## src/hdl/dll_pkg.sv

```systemverilog
// Package with sizes, codes, interface structs and helper functions of the list engine.
`default_nettype none
package dll_pkg;

    localparam int CAPACITY    = 32;
    localparam int VALUE_WIDTH = 32;
    localparam int IDX_W       = $clog2(CAPACITY + 1);
    localparam int SLOT_W      = $clog2(CAPACITY);
    localparam int IN_W        = 32;
    localparam int OP_W        = 3;
    localparam int ST_W        = 2;

    localparam logic [IDX_W-1:0] NIL = IDX_W'(CAPACITY);

    localparam logic [OP_W-1:0] OP_INS_FIRST  = 3'd0;
    localparam logic [OP_W-1:0] OP_INS_LAST   = 3'd1;
    localparam logic [OP_W-1:0] OP_INS_BEFORE = 3'd2;
    localparam logic [OP_W-1:0] OP_INS_AFTER  = 3'd3;
    localparam logic [OP_W-1:0] OP_DELETE     = 3'd4;
    localparam logic [OP_W-1:0] OP_READ       = 3'd5;

    localparam logic [ST_W-1:0] ST_OK       = 2'd0;
    localparam logic [ST_W-1:0] ST_NOTFOUND = 2'd1;
    localparam logic [ST_W-1:0] ST_FULL     = 2'd2;
    localparam logic [ST_W-1:0] ST_EMPTY    = 2'd3;

    localparam logic [2:0] C_NONE  = 3'd0;
    localparam logic [2:0] C_LOAD  = 3'd1;
    localparam logic [2:0] C_START = 3'd2;
    localparam logic [2:0] C_STEP  = 3'd3;
    localparam logic [2:0] C_FOUND = 3'd4;
    localparam logic [2:0] C_INS1  = 3'd5;
    localparam logic [2:0] C_INS2  = 3'd6;
    localparam logic [2:0] C_DEL   = 3'd7;

    typedef struct packed {
        logic [2:0]      kind;
        logic            emit;
        logic            emit_rd;
        logic [ST_W-1:0] emit_status;
        logic            emit_last;
    } dll_cmd_t;

    typedef struct packed {
        logic [OP_W-1:0] op;
        logic            head_nil;
        logic            full;
        logic            hit;
        logic            nxt_nil;
        logic            step_lim;
        logic            out_room;
    } dll_stat_t;

    function automatic logic [VALUE_WIDTH-1:0] norm_value(input logic [IN_W-1:0] raw);
        logic signed [63:0] ext;
        ext = 64'(signed'(raw));
        return ext[VALUE_WIDTH-1:0];
    endfunction

    function automatic logic [IN_W-1:0] out_word(input logic [VALUE_WIDTH-1:0] v);
        logic [63:0] z;
        z = 64'(v);
        return z[IN_W-1:0];
    endfunction

endpackage
`default_nettype wire

```

## src/hdl/dll_ram.sv

```systemverilog
// Generic single write port RAM with one registered read port.
`default_nettype none
module dll_ram #(
    parameter int WIDTH = 8,
    parameter int DEPTH = 32
) (
    input  wire logic                     clk,
    input  wire logic                     we,
    input  wire logic [$clog2(DEPTH)-1:0] waddr,
    input  wire logic [WIDTH-1:0]         wdata,
    input  wire logic [$clog2(DEPTH)-1:0] raddr,
    output logic      [WIDTH-1:0]         rdata
);

    logic [WIDTH-1:0] mem [DEPTH];

    always_ff @(posedge clk)
    begin
        if (we)
        begin
            mem[waddr] <= wdata;
        end
        rdata <= mem[raddr];
    end

endmodule
`default_nettype wire

```

## src/hdl/dll_datapath.sv

```systemverilog
// Datapath: node and free stack memories, list pointers, cursor and output register.
`default_nettype none
module dll_datapath (
    input  wire logic                      clk,
    input  wire logic                      rst_n,
    input  wire logic [dll_pkg::OP_W-1:0]  s_tuser,
    input  wire logic [2*dll_pkg::IN_W-1:0] s_tdata,
    input  wire dll_pkg::dll_cmd_t         cmd,
    output dll_pkg::dll_stat_t             stat,
    output logic                           m_tvalid,
    input  wire logic                      m_tready,
    output logic [dll_pkg::IN_W-1:0]       m_tdata,
    output logic [dll_pkg::ST_W-1:0]       m_tuser,
    output logic                           m_tlast
);
    import dll_pkg::*;

    logic [OP_W-1:0]        op_reg;
    logic [VALUE_WIDTH-1:0] elem_reg;
    logic [VALUE_WIDTH-1:0] key_reg;
    logic [IDX_W-1:0]       head_reg, head_next;
    logic [IDX_W-1:0]       tail_reg, tail_next;
    logic [IDX_W-1:0]       fcnt_reg, fcnt_next;
    logic [IDX_W-1:0]       cur_reg;
    logic [IDX_W-1:0]       steps_reg;
    logic [IDX_W-1:0]       cprev_reg;
    logic [IDX_W-1:0]       cnext_reg;
    logic [SLOT_W-1:0]      slot_reg;
    logic [CAPACITY-1:0]    fsv_reg;
    logic [SLOT_W-1:0]      fs_raddr_reg;
    logic                   ovalid_reg;
    logic [ST_W-1:0]        ostat_reg;
    logic [IN_W-1:0]        oval_reg;
    logic                   olast_reg;

    logic [VALUE_WIDTH-1:0] val_q;
    logic [IDX_W-1:0]       nxt_q, prv_q;
    logic [SLOT_W-1:0]      fs_q, fs_slot, fs_raddr;
    logic [IDX_W-1:0]       fcnt_m1;
    logic [SLOT_W-1:0]      rd_addr;
    logic [IDX_W-1:0]       rd_idx;
    logic                   val_we, nxt_we, prv_we, fs_we;
    logic [SLOT_W-1:0]      val_wa, nxt_wa, prv_wa, fs_wa;
    logic [IDX_W-1:0]       nxt_wd, prv_wd;
    logic [IDX_W-1:0]       slot_idx;
    logic [VALUE_WIDTH-1:0] target;
    logic                   out_room;

    assign fcnt_m1  = fcnt_reg - IDX_W'(1);
    assign fs_raddr = fcnt_m1[SLOT_W-1:0];
    // Entries never pushed read as the slot's own index, chosen by the fsv_reg valid bits.
    assign fs_slot  = fsv_reg[fs_raddr_reg] ? fs_q : fs_raddr_reg;
    assign slot_idx = IDX_W'(slot_reg);
    assign target   = (op_reg == OP_DELETE) ? elem_reg : key_reg;
    assign out_room = !ovalid_reg || m_tready;

    always_comb
    begin
        rd_idx = cur_reg;
        if (cmd.kind == C_START)
        begin
            rd_idx = head_reg;
        end
        else if (cmd.kind == C_STEP)
        begin
            rd_idx = nxt_q;
        end
        rd_addr = rd_idx[SLOT_W-1:0];
    end

    always_comb
    begin
        stat.op       = op_reg;
        stat.head_nil = head_reg >= NIL;
        stat.full     = fcnt_reg == '0;
        stat.hit      = val_q == target;
        stat.nxt_nil  = nxt_q >= NIL;
        stat.step_lim = steps_reg == IDX_W'(CAPACITY - 1);
        stat.out_room = out_room;
    end

    always_comb
    begin
        val_we    = 1'b0;
        nxt_we    = 1'b0;
        prv_we    = 1'b0;
        fs_we     = 1'b0;
        val_wa    = fs_slot;
        nxt_wa    = fs_slot;
        prv_wa    = fs_slot;
        fs_wa     = fcnt_reg[SLOT_W-1:0];
        nxt_wd    = NIL;
        prv_wd    = NIL;
        head_next = head_reg;
        tail_next = tail_reg;
        fcnt_next = fcnt_reg;
        case (cmd.kind)
            C_INS1:
            begin
                val_we = 1'b1;
                nxt_we = 1'b1;
                prv_we = 1'b1;
                case (op_reg)
                    OP_INS_FIRST:  nxt_wd = head_reg;
                    OP_INS_LAST:   prv_wd = tail_reg;
                    OP_INS_BEFORE:
                    begin
                        nxt_wd = cur_reg;
                        prv_wd = cprev_reg;
                    end
                    OP_INS_AFTER:
                    begin
                        nxt_wd = cnext_reg;
                        prv_wd = cur_reg;
                    end
                    default: ;
                endcase
            end
            C_INS2:
            begin
                fcnt_next = fcnt_m1;
                nxt_wd    = slot_idx;
                prv_wd    = slot_idx;
                case (op_reg)
                    OP_INS_FIRST:
                    begin
                        prv_we    = head_reg < NIL;
                        prv_wa    = head_reg[SLOT_W-1:0];
                        head_next = slot_idx;
                        if (head_reg >= NIL)
                        begin
                            tail_next = slot_idx;
                        end
                    end
                    OP_INS_LAST:
                    begin
                        nxt_we    = head_reg < NIL;
                        nxt_wa    = tail_reg[SLOT_W-1:0];
                        tail_next = slot_idx;
                        if (head_reg >= NIL)
                        begin
                            head_next = slot_idx;
                        end
                    end
                    OP_INS_BEFORE:
                    begin
                        nxt_we = cprev_reg < NIL;
                        nxt_wa = cprev_reg[SLOT_W-1:0];
                        if (cprev_reg >= NIL)
                        begin
                            head_next = slot_idx;
                        end
                        prv_we = 1'b1;
                        prv_wa = cur_reg[SLOT_W-1:0];
                    end
                    OP_INS_AFTER:
                    begin
                        prv_we = cnext_reg < NIL;
                        prv_wa = cnext_reg[SLOT_W-1:0];
                        if (cnext_reg >= NIL)
                        begin
                            tail_next = slot_idx;
                        end
                        nxt_we = 1'b1;
                        nxt_wa = cur_reg[SLOT_W-1:0];
                    end
                    default: ;
                endcase
            end
            C_DEL:
            begin
                nxt_wd = cnext_reg;
                prv_wd = cprev_reg;
                nxt_we = cprev_reg < NIL;
                nxt_wa = cprev_reg[SLOT_W-1:0];
                prv_we = cnext_reg < NIL;
                prv_wa = cnext_reg[SLOT_W-1:0];
                if (cprev_reg >= NIL)
                begin
                    head_next = cnext_reg;
                end
                if (cnext_reg >= NIL)
                begin
                    tail_next = cprev_reg;
                end
                if (fcnt_reg < IDX_W'(CAPACITY))
                begin
                    fs_we     = 1'b1;
                    fcnt_next = fcnt_reg + IDX_W'(1);
                end
            end
            default: ;
        endcase
    end

    dll_ram #(.WIDTH(VALUE_WIDTH), .DEPTH(CAPACITY)) u_val_ram (
        .clk   (clk),
        .we    (val_we),
        .waddr (val_wa),
        .wdata (elem_reg),
        .raddr (rd_addr),
        .rdata (val_q)
    );

    dll_ram #(.WIDTH(IDX_W), .DEPTH(CAPACITY)) u_nxt_ram (
        .clk   (clk),
        .we    (nxt_we),
        .waddr (nxt_wa),
        .wdata (nxt_wd),
        .raddr (rd_addr),
        .rdata (nxt_q)
    );

    dll_ram #(.WIDTH(IDX_W), .DEPTH(CAPACITY)) u_prv_ram (
        .clk   (clk),
        .we    (prv_we),
        .waddr (prv_wa),
        .wdata (prv_wd),
        .raddr (rd_addr),
        .rdata (prv_q)
    );

    dll_ram #(.WIDTH(SLOT_W), .DEPTH(CAPACITY)) u_fs_ram (
        .clk   (clk),
        .we    (fs_we),
        .waddr (fs_wa),
        .wdata (cur_reg[SLOT_W-1:0]),
        .raddr (fs_raddr),
        .rdata (fs_q)
    );

    always_ff @(posedge clk or negedge rst_n)
    begin
        if (!rst_n)
        begin
            head_reg   <= NIL;
            tail_reg   <= NIL;
            fcnt_reg   <= IDX_W'(CAPACITY);
            fsv_reg    <= '0;
            ovalid_reg <= 1'b0;
        end
        else
        begin
            head_reg <= head_next;
            tail_reg <= tail_next;
            fcnt_reg <= fcnt_next;
            if (fs_we)
            begin
                fsv_reg[fs_wa] <= 1'b1;
            end
            if (cmd.emit)
            begin
                ovalid_reg <= 1'b1;
            end
            else if (m_tready)
            begin
                ovalid_reg <= 1'b0;
            end
        end
    end

    always_ff @(posedge clk)
    begin
        fs_raddr_reg <= fs_raddr;
        case (cmd.kind)
            C_LOAD:
            begin
                op_reg   <= s_tuser;
                elem_reg <= norm_value(s_tdata[IN_W-1:0]);
                key_reg  <= norm_value(s_tdata[2*IN_W-1:IN_W]);
            end
            C_START:
            begin
                cur_reg   <= head_reg;
                steps_reg <= '0;
            end
            C_STEP:
            begin
                cur_reg   <= nxt_q;
                steps_reg <= steps_reg + IDX_W'(1);
            end
            C_FOUND:
            begin
                cprev_reg <= prv_q;
                cnext_reg <= nxt_q;
            end
            C_INS1: slot_reg <= fs_slot;
            default: ;
        endcase
        if (cmd.emit)
        begin
            ostat_reg <= cmd.emit_status;
            oval_reg  <= cmd.emit_rd ? out_word(val_q) : '0;
            olast_reg <= cmd.emit_last;
        end
    end

    assign m_tvalid = ovalid_reg;
    assign m_tdata  = oval_reg;
    assign m_tuser  = ostat_reg;
    assign m_tlast  = olast_reg;

endmodule
`default_nettype wire

```

## src/hdl/dll_ctrl.sv

```systemverilog
// Controller state machine that sequences each operation over the datapath.
`default_nettype none
module dll_ctrl (
    input  wire logic               clk,
    input  wire logic               rst_n,
    input  wire logic               s_tvalid,
    output logic                    s_tready,
    input  wire dll_pkg::dll_stat_t stat,
    output dll_pkg::dll_cmd_t       cmd
);
    import dll_pkg::*;

    localparam logic [2:0] S_IDLE = 3'd0;
    localparam logic [2:0] S_DISP = 3'd1;
    localparam logic [2:0] S_SRCH = 3'd2;
    localparam logic [2:0] S_INS1 = 3'd3;
    localparam logic [2:0] S_INS2 = 3'd4;
    localparam logic [2:0] S_DEL  = 3'd5;
    localparam logic [2:0] S_READ = 3'd6;
    localparam logic [2:0] S_EMIT = 3'd7;

    logic [2:0]      state_reg, state_next;
    logic [ST_W-1:0] stat_reg, stat_next;
    logic            rd_last;

    assign rd_last = stat.nxt_nil || stat.step_lim;

    always_comb
    begin
        state_next      = state_reg;
        stat_next       = stat_reg;
        s_tready        = 1'b0;
        cmd.kind        = C_NONE;
        cmd.emit        = 1'b0;
        cmd.emit_rd     = 1'b0;
        cmd.emit_status = stat_reg;
        cmd.emit_last   = 1'b1;
        case (state_reg)
            S_IDLE:
            begin
                s_tready = 1'b1;
                if (s_tvalid)
                begin
                    cmd.kind   = C_LOAD;
                    state_next = S_DISP;
                end
            end
            S_DISP:
            begin
                case (stat.op)
                    OP_INS_FIRST, OP_INS_LAST:
                    begin
                        if (stat.full)
                        begin
                            stat_next  = ST_FULL;
                            state_next = S_EMIT;
                        end
                        else
                        begin
                            state_next = S_INS1;
                        end
                    end
                    OP_INS_BEFORE, OP_INS_AFTER, OP_DELETE:
                    begin
                        if (stat.head_nil)
                        begin
                            stat_next  = ST_NOTFOUND;
                            state_next = S_EMIT;
                        end
                        else
                        begin
                            cmd.kind   = C_START;
                            state_next = S_SRCH;
                        end
                    end
                    OP_READ:
                    begin
                        if (stat.head_nil)
                        begin
                            stat_next  = ST_EMPTY;
                            state_next = S_EMIT;
                        end
                        else
                        begin
                            cmd.kind   = C_START;
                            state_next = S_READ;
                        end
                    end
                    default: state_next = S_IDLE;
                endcase
            end
            S_SRCH:
            begin
                if (stat.hit)
                begin
                    cmd.kind = C_FOUND;
                    if (stat.op == OP_DELETE)
                    begin
                        state_next = S_DEL;
                    end
                    else if (stat.full)
                    begin
                        stat_next  = ST_FULL;
                        state_next = S_EMIT;
                    end
                    else
                    begin
                        state_next = S_INS1;
                    end
                end
                else if (rd_last)
                begin
                    stat_next  = ST_NOTFOUND;
                    state_next = S_EMIT;
                end
                else
                begin
                    cmd.kind = C_STEP;
                end
            end
            S_INS1:
            begin
                cmd.kind   = C_INS1;
                state_next = S_INS2;
            end
            S_INS2:
            begin
                cmd.kind   = C_INS2;
                stat_next  = ST_OK;
                state_next = S_EMIT;
            end
            S_DEL:
            begin
                cmd.kind   = C_DEL;
                stat_next  = ST_OK;
                state_next = S_EMIT;
            end
            S_READ:
            begin
                if (stat.out_room)
                begin
                    cmd.emit        = 1'b1;
                    cmd.emit_rd     = 1'b1;
                    cmd.emit_status = ST_OK;
                    cmd.emit_last   = rd_last;
                    if (rd_last)
                    begin
                        state_next = S_IDLE;
                    end
                    else
                    begin
                        cmd.kind = C_STEP;
                    end
                end
            end
            S_EMIT:
            begin
                if (stat.out_room)
                begin
                    cmd.emit   = 1'b1;
                    state_next = S_IDLE;
                end
            end
            default: state_next = S_IDLE;
        endcase
    end

    always_ff @(posedge clk or negedge rst_n)
    begin
        if (!rst_n)
        begin
            state_reg <= S_IDLE;
            stat_reg  <= ST_OK;
        end
        else
        begin
            state_reg <= state_next;
            stat_reg  <= stat_next;
        end
    end

endmodule
`default_nettype wire

```

## src/hdl/doubly_linked_list_engine_top.sv

```systemverilog
// Top level of the bounded doubly linked list engine.
//
//  Channel   Dir   tdata                         tuser          tlast
//  s_*       in    element [31:0], key [63:32]   opcode [2:0]   -
//  m_*       out   value [31:0]                  status [1:0]   last result of the item
//
// One item is taken at a time. Head and tail inserts need no search; a search walks
// one node per cycle through the node memories for insert before/after and delete,
// and ends when the key is found or the end of the list is reached.
// A read out gives one element per cycle while m_tready is high.
// The result register is freed when the output is taken; a stalled output holds the walk.
// Reset empties the list at once; no clearing pass is needed.
`default_nettype none
module doubly_linked_list_engine_top (
    input  wire logic                        clk,
    input  wire logic                        rst_n,
    input  wire logic                        s_tvalid,
    output logic                             s_tready,
    input  wire logic [2*dll_pkg::IN_W-1:0]  s_tdata,  // element, key
    input  wire logic [dll_pkg::OP_W-1:0]    s_tuser,  // opcode
    output logic                             m_tvalid,
    input  wire logic                        m_tready,
    output logic [dll_pkg::IN_W-1:0]         m_tdata,  // value
    output logic [dll_pkg::ST_W-1:0]         m_tuser,  // status
    output logic                             m_tlast
);
    import dll_pkg::*;

    dll_cmd_t  cmd;
    dll_stat_t stat;

    dll_ctrl u_ctrl (
        .clk      (clk),
        .rst_n    (rst_n),
        .s_tvalid (s_tvalid),
        .s_tready (s_tready),
        .stat     (stat),
        .cmd      (cmd)
    );

    dll_datapath u_dp (
        .clk      (clk),
        .rst_n    (rst_n),
        .s_tuser  (s_tuser),
        .s_tdata  (s_tdata),
        .cmd      (cmd),
        .stat     (stat),
        .m_tvalid (m_tvalid),
        .m_tready (m_tready),
        .m_tdata  (m_tdata),
        .m_tuser  (m_tuser),
        .m_tlast  (m_tlast)
    );

endmodule
`default_nettype wire

```

## config.mk

```make
export PLATFORM = sky130hd
export DESIGN_NAME = doubly_linked_list_engine_top
export DESIGN_NICKNAME = d
export VERILOG_FILES = /design/src/hdl/dll_pkg.sv /design/src/hdl/dll_ram.sv /design/src/hdl/dll_datapath.sv /design/src/hdl/dll_ctrl.sv /design/src/hdl/doubly_linked_list_engine_top.sv
export SDC_FILE = /design/constraint.sdc
export NUM_CORES = 2
export LEC_CHECK = 0
export BUFFER_PORTS_ARGS = -buffer_cell sky130_fd_sc_hd__buf_2
export CAP_MARGIN = 15
export CORE_ASPECT_RATIO = 0.5
export CORE_MARGIN = 10
export CORE_UTILIZATION = 53
export CTS_CLUSTER_SIZE = 24
export DETAILED_ROUTE_END_ITERATION = 7
export PLACE_DENSITY = 0.7
export SETUP_SLACK_MARGIN = 0.3
export SLEW_MARGIN = 20
export SYNTH_ARGS = -nofsm -noshare
export SYNTH_HDL_FRONTEND = slang
export SYNTH_SLANG_ARGS = --single-unit
```

## constraint.sdc

```tcl
create_clock -name clk -period 4.9 [get_ports clk]
set_input_delay 0.98 -clock clk [delete_from_list [all_inputs] [get_ports clk]]
set_output_delay 0.98 -clock clk [all_outputs]
set_load 0.005 [all_outputs]
```

# --- Word level (Yosys, flattened, before mapping) ---
# Memory sizes are Yosys's and may differ from the RTL's. A register that Yosys moved wholly into a read port is not among the register bits.
# Cells that the tools add are included.
totals:
  memories: 4
  input_bits: 71
  ff_bits: 192
  ram_bits: 1568
op_classes:
  addsub: 3
  order_cmp: 11
  eq_ne: 39
  n_mux: 77
  n_reduce_logical: 21
  bitwise: 1
memory_table:
  columns: ["memory", "words", "width", "read_ports", "rd_ports_with_merged_regs", "write_ports", "line", "rtl"]
  rows:
  - ["u_dp.u_val_ram.mem", 32, 32, 1, 1, 1, "dll_ram.sv:15", "logic [WIDTH-1:0] mem [DEPTH];"]
  - ["u_dp.u_nxt_ram.mem", 32, 6, 1, 1, 1, "dll_ram.sv:15", null]
  - ["u_dp.u_prv_ram.mem", 32, 6, 1, 1, 1, "dll_ram.sv:15", null]
  - ["u_dp.u_fs_ram.mem", 32, 5, 1, 1, 1, "dll_ram.sv:15", null]
op_table:
  columns: ["operator", "count"]
  rows:
  - ["6-bit case mux with 3 select lines", 6]
  - ["6-bit case mux with 2 select lines", 5]
  - ["3-bit case mux with 7 select lines", 2]
  - ["6-bit two-way mux", 6]
  - ["3-bit two-way mux", 11]
  - ["32-bit == test", 1]
  - ["32-bit two-way mux", 1]
  - ["32-bit bitwise OR", 1]
  - ["3-bit == test, second input constant", 10]
  - ["5-bit case mux with 3 select lines", 2]
  - ["6-bit greater-or-equal comparator, second input constant", 4]
  - ["6-bit < comparator, second input constant", 4]
  - ["5-bit case mux with 2 select lines", 2]
  - ["1-bit two-way mux", 19]
  - ["3-bit by 2-bit == test with 1-bit output, second input constant", 6]
  - ["2-bit two-way mux", 8]
  - ["5-bit two-way mux", 3]
  - ["3-bit != test, second input constant", 5]
  - ["5-bit AND reduction", 3]
  - ["6-bit by 1-bit adder with 6-bit output, second input constant", 2]
  - ["5-bit by 6-bit < comparator with 1-bit output, second input constant", 2]
  - ["2-bit by 1-bit != test with 1-bit output, second input constant", 6]
  - ["4-bit != test, second input constant", 3]
  - ["1-bit case mux with 3 select lines", 4]
  - ["other kinds (25)", 36]

# --- Logic depth before layout (Yosys ltp) ---
logic_depth:
  word_depth: 9
  ltp_mapped: 18
  ltp_nobuf: 12

# --- Cells and area by module ---
# From an unflattened synthesis, not the netlist that was laid out.
unflattened:
  hier_cells: 3971
  area_unflattened_um2: 71360.9
modules_own_cells:
  columns: ["mod", "cells_per_inst", "seq_area_each_um2", "area_per_inst_um2", "n_inst"]
  rows:
  - ["dll_ram at u_dp.u_val_ram", 2260, 31390.1, 40485.1, 1]
  - ["dll_ram at u_dp.u_nxt_ram ...", 323, 5885.6, 7589.8, 2]
  - ["dll_datapath", 696, 5313.8, 8692.1, 1]
  - ["dll_ram at u_dp.u_fs_ram", 277, 4904.7, 6344.8, 1]
  - ["dll_ctrl", 92, 125.1, 659.4, 1]

# --- Least setup slack after synthesis ---
# Ideal clock, no wire load.
synth_timing:
  kind: "register -> register"
  startpoint: "register u_dp.fs_raddr_reg[0]"
  endpoint: "memory u_dp.u_val_ram.mem[0][0] (netlist name), enable pin"
  path_buffers: 2
  setup_ps: 421
  path_stages_with_launch: 12
  arrival_ps: 4214
  setup_slack_ps: 265
  cell_sequence: "dfxtp_1 > clkbuf_1 > mux4_2 > mux2i_1 > mux2i_1 > nor2b_1 > o21bai_1 > mux2i_1 > inv_1 > or3_1 > clkbuf_1 > nor2_1"
synth_via:
  elab_chain_len: 3
synth_rtl:
  columns: ["item", "line", "rtl"]
  rows:
  - ["start: declaration", "dll_datapath.sv:30", "logic [SLOT_W-1:0] fs_raddr_reg;"]
  - ["start signal: assignment", "dll_datapath.sv:264", "fs_raddr_reg <= fs_raddr;"]
  - ["1-bit binary-select mux with 5-bit select", "dll_datapath.sv:52", "assign fs_slot = fsv_reg[fs_raddr_reg] ? fs_q : fs_raddr_reg;"]
  - ["1-bit two-way mux (implied by the code)", "dll_datapath.sv:52", null]
  - ["5-bit two-way mux", "dll_datapath.sv:52", null]
  - ["via u_dp.fs_slot[1]", "dll_datapath.sv:38", "logic [SLOT_W-1:0] fs_q, fs_slot, fs_raddr;"]
  - ["end: declaration", "dll_ram.sv:15", null]
# The timed path passes the listed nets, and every way through them passes these cells. The select of a mux whose other input is x is not followed.

# --- Worst setup path in the final report ---
layout_timing:
  startpoint: "register u_dp.op_reg[0]"
  endpoint: "register u_dp.u_val_ram.rdata[25] (read register of u_dp.u_val_ram.mem)"
layout_via:
  elab_chain_len: 8
  word_cells_on_any_way: 14
  cone_classes: "7 x eq/ne; 6 x mux; 1 x reduce/logical"
layout_rtl:
  columns: ["item", "line", "rtl"]
  rows:
  - ["start: declaration", "dll_datapath.sv:18", "logic [OP_W-1:0] op_reg;"]
  - ["start signal: assignment", "dll_datapath.sv:268", "op_reg <= s_tuser;"]
  - ["3-bit == test", "dll_datapath.sv:54, dll_ctrl.sv:50", null]
  - ["32-bit two-way mux", "dll_datapath.sv:54", "assign target = (op_reg == OP_DELETE) ? elem_reg : key_reg;"]
  - ["32-bit == test", "dll_datapath.sv:76", "stat.hit = val_q == target;"]
  - ["3-bit two-way mux", "dll_ctrl.sv:94", "if (stat.hit)"]
  - ["3-bit case mux with 7 select lines (*)", "dll_ctrl.sv:38", "case (state_reg)"]
  - ["3-bit by 2-bit == test with 1-bit output", "dll_datapath.sv:64", "else if (cmd.kind == C_STEP)"]
  - ["5-bit two-way mux", "dll_datapath.sv:64", null]
  - ["5-bit two-way mux (*)", "dll_datapath.sv:60", "if (cmd.kind == C_START)"]
  - ["end: declaration", "dll_ram.sv:12", "output logic [WIDTH-1:0] rdata"]
# Every way passes the cells marked *; elsewhere a longest branch is shown, timed or not.
# A chain may end at the register's enable or synchronous reset.

==> impl_metrics.tcl <==
set metrics [dict create \
    portBuffers 107 \
    synth.cells.most_frequent "edfxtp_1 (1699), mux2i_1 (723), nand2_1 (221)" \
    status "finished, final reports clean" \
    synth_fa_ha_area_share_pct 0.139 \
    slowest_stage "nor4_4" \
    fin_nets 4661 \
    synth_edf_count 1699 \
    clk_pin_slew_ns 0.07 \
    post-dp-hpwl_mm 108 \
    critPathMaxFanout 19 \
    seq_area_mm2 0.0535 \
    ys_ff_latch 1809 \
    multi_input_area_mm2 0.0176 \
    vias 41200 \
    peakVddDrop_v 0.000409 \
    synth.area.top_cells "edfxtp_1 (71%), mux2i_1 (10%), a22oi_1 (1.9%), dfrtp_1 (1.8%), mux4_2 (1.8%)" \
    dpl_cell_area_mm2 0.0768 \
    gp_congestion 0.870 \
    overflow 0 \
    rsz0062_at_grt "true" \
    hp-class "input pin to flip-flop" \
    via_per_inst 6.33 \
    grt_pass1_vias 39900 \
    start_util_pct 53.5 \
    yosysWarnings 0 \
    synth_xor_area_share_pct 0.486 \
    maxSlewViolCount 0 \
    ff2ff_setup_slack_ns 0.35 \
    yosysUniqueCellTypes 73 \
    largest_reg_flops 1024 \
    end_kind "flip-flop" \
    rows 95 \
    setup_viol 0 \
    cp_slowest_stage_delay_ns 0.58 \
    track_usage_pct 24.3 \
    critPathKind "flip-flop to flip-flop" \
    cts_tree "yes" \
    synth_area_mm2 0.0720 \
    synth_top_family_by_area "multiplexers" \
    clock_skew_ns 0.0302 \
    critPathTopFamily "simple AND/OR/NAND/NOR gates" \
    drc 0 \
    critPathRequiredTime_ns 5.52 \
    max_freq_mhz 220 \
    whs_ns 0.359 \
    cts_root_buffer "clkbuf_16" \
    area_growth_pct 14.4 \
    syn_nets 4389 \
    yosysMostFrequentCell "edfxtp_1" \
    wirelength_mm 191 \
    p_leak_nw 28.5 \
    synth_top_area_share_pct 70.8 \
    max_slew.worst_pin.slew_ns 1.04 \
    top_register "u_dp.u_val_ram.mem" \
    drive_gt1_share_pct 17.8 \
    arrival_ns 5.17 \
    die_w_um 541 \
    clock_latency_ns 0.79 \
    routedWlPerCell_um 29.4 \
    core_mm2 0.135 \
    synth-compound-area-share_pct 5.64 \
    htree_levels 4 \
    fill_cells 9432 \
    synthSimpleGateAreaFrac_pct 5.39 \
    clock-sinks 1809 \
    die_y_um 281 \
    startpoint "u_dp.op_reg[0]$_DFFE_PN_" \
    power.density_mw_per_mm2 615 \
    async_flop_share_pct 3.10 \
    grt_max_degree 57 \
    path_cells "nor3b_4 > buf_12 > mux2i_2 > xor2_1 > o221ai_4 > or3_4 > nor4b_4 > buf_4 > nor3_1 > a21oi_2 > nand2b_2 > buf_8 > a31oi_1 > nor4_4" \
    relSlewSlack_pct 30.6 \
    worst_setup_path_start_kind "flip-flop" \
    cap_viol_max_count 0 \
    first_pass_iters 6 \
    drt_iter0_drc 5604 \
    avgSynthCellArea_um2 16.7 \
    path_buf_inv 3 \
    grt_pass1_wl_mm 273 \
    ys_seq_area_share_pct 74.3 \
    dieArea_mm2 0.152 \
    timing.final.crit_share_pct 93.0 \
    diodes 0 \
    synth_flop_cell "edfxtp_1" \
    clk_path_buf_depth 3 \
    min_from "s_tdata[9]" \
    io_pins 108 \
    hold_buffers 0 \
    antenna_found_initial 0 \
    synth_top_cell_by_area "edfxtp_1" \
    r2r_start "u_dp.op_reg[0]$_DFFE_PN_" \
    hold_viol 0 \
    final_area_mm2 0.0824 \
    cts_buffers 154 \
    largestRegisters "u_dp.u_val_ram.mem: 1024 flops, u_dp.u_nxt_ram.mem: 192 flops, u_dp.u_prv_ram.mem: 192 flops" \
    synth_mux_area_share_pct 12.0 \
    setup_tns_ns 0 \
    min_period_ns 4.55 \
    ant_nets 0 \
    synth_cells 4310 \
]
-- placed cells by master, fill, tap and decap left out, types with 38 or more instances in the layout --
master / netlist / layout
nand3_1: 158 / 158
a21oi_1: 92 / 88
dfrtp_1: 53 / 51
or2_2: 39 / 38
mux2i_1: 723 / 722
mux4_2: 58 / 58
dfxtp_1: 54 / 53
a22oi_1: 186 / 185
buf_12: 0 / 82
clkbuf_16: 0 / 164
nor4_2: 44 / 44
a32oi_1: 50 / 50
inv_1: 52 / 52
nor2_1: 175 / 142
buf_4: 28 / 167
nand2_1: 221 / 220
edfxtp_1: 1699 / 1699
clkbuf_1: 90 / 43
buf_2: 113 / 107
a31oi_1: 145 / 143
-- path summary, 6_finish.rpt --
| path | endpoint | cells after the start |
|---|---|---|
| max | u_dp.u_val_ram.rdata[25]$_DFF_P_ | 14 |
| min | u_dp.elem_reg[9]$_DFFE_PN_ | 1 |
| max reg2reg | u_dp.u_val_ram.rdata[25]$_DFF_P_ | 14 |
| min reg2reg | u_dp.fsv_reg[4]$_DFFE_PN0P_ | 1 |
| max in group asynchronous | u_ctrl.state_reg[0]$_DFFE_PN0P_ | 2 |
| min in group asynchronous | u_dp.fsv_reg[31]$_DFFE_PN0P_ | 2 |
-- final cells by class --
type	instances	area share [%]
well taps	1794	2.72
clock buffers	218	5.30
flip-flops and latches	1809	64.9
multi-input cells	2191	21.4
inverters	54	0.251
clock inverters	65	0.747
repair buffers	372	4.63
-- repair_timing --
action,CTS,global route
setup endpoints to repair,36,13
cloned,3,4
gates resized for setup,17,22
pin swaps,3,11
buffers inserted,2,25
-- worst reg2reg max path: cells and delay by family (launching register included) --
kind                      cells  cell delay [ns]
and+or+nand+nor               6             2.08
AOI/OAI and AO/OA             3             0.69
buffers and inverters         3             0.68
DFF                           1             0.45
xor gates and xnor gates      1             0.25
muxes                         1             0.24
-- logic make-up (layout without fill, tap and decap cells) --
logic type                 after synthesis  count (layout)
AOI/OAI and AO/OA                      588             588
adders and majority gates                8               8
DFF                                   1809            1809
xor gates and xnor gates                40              40
and+or+nand+nor                        763             763
buffers and inverters                  310             709
muxes                                  792             792
-- power by group --
| group | internal [W] | switching, W | leakage (nW) |
|---|---|---|---|
| clock | 0.00677 | 0.00544 | 2.46 |
| sequential | 0.0189 | 0.00102 | 16.5 |
| combinational | 0.00712 | 0.0114 | 9.56 |
| total | 0.0328 | 0.0179 | 28.5 |
-- routing by layer --
metal / GRT usage [%] / wire length, um
met1: 34.1 / 76600
met3: 4.09 / 18700
met4: 9.26 / 7220
met2: 38.4 / 88800
met5: 0 / 0
-- through the flow --
step	worst slack [ns]	utilization [%]	total power, W	std cells
final	0.345	61.2	0.0507	6503
after global routing	0.205	61.2	0.0524	6503
after CTS	0.291	60.9	0.0502	6474
after detailed placement	-0.378	57.0	0.0378	6186
after global placement	-0.375	57.0	0.0376	6186
after floorplan	0.265	-	0.0310	4310
(Power assumes the default switching activity.)
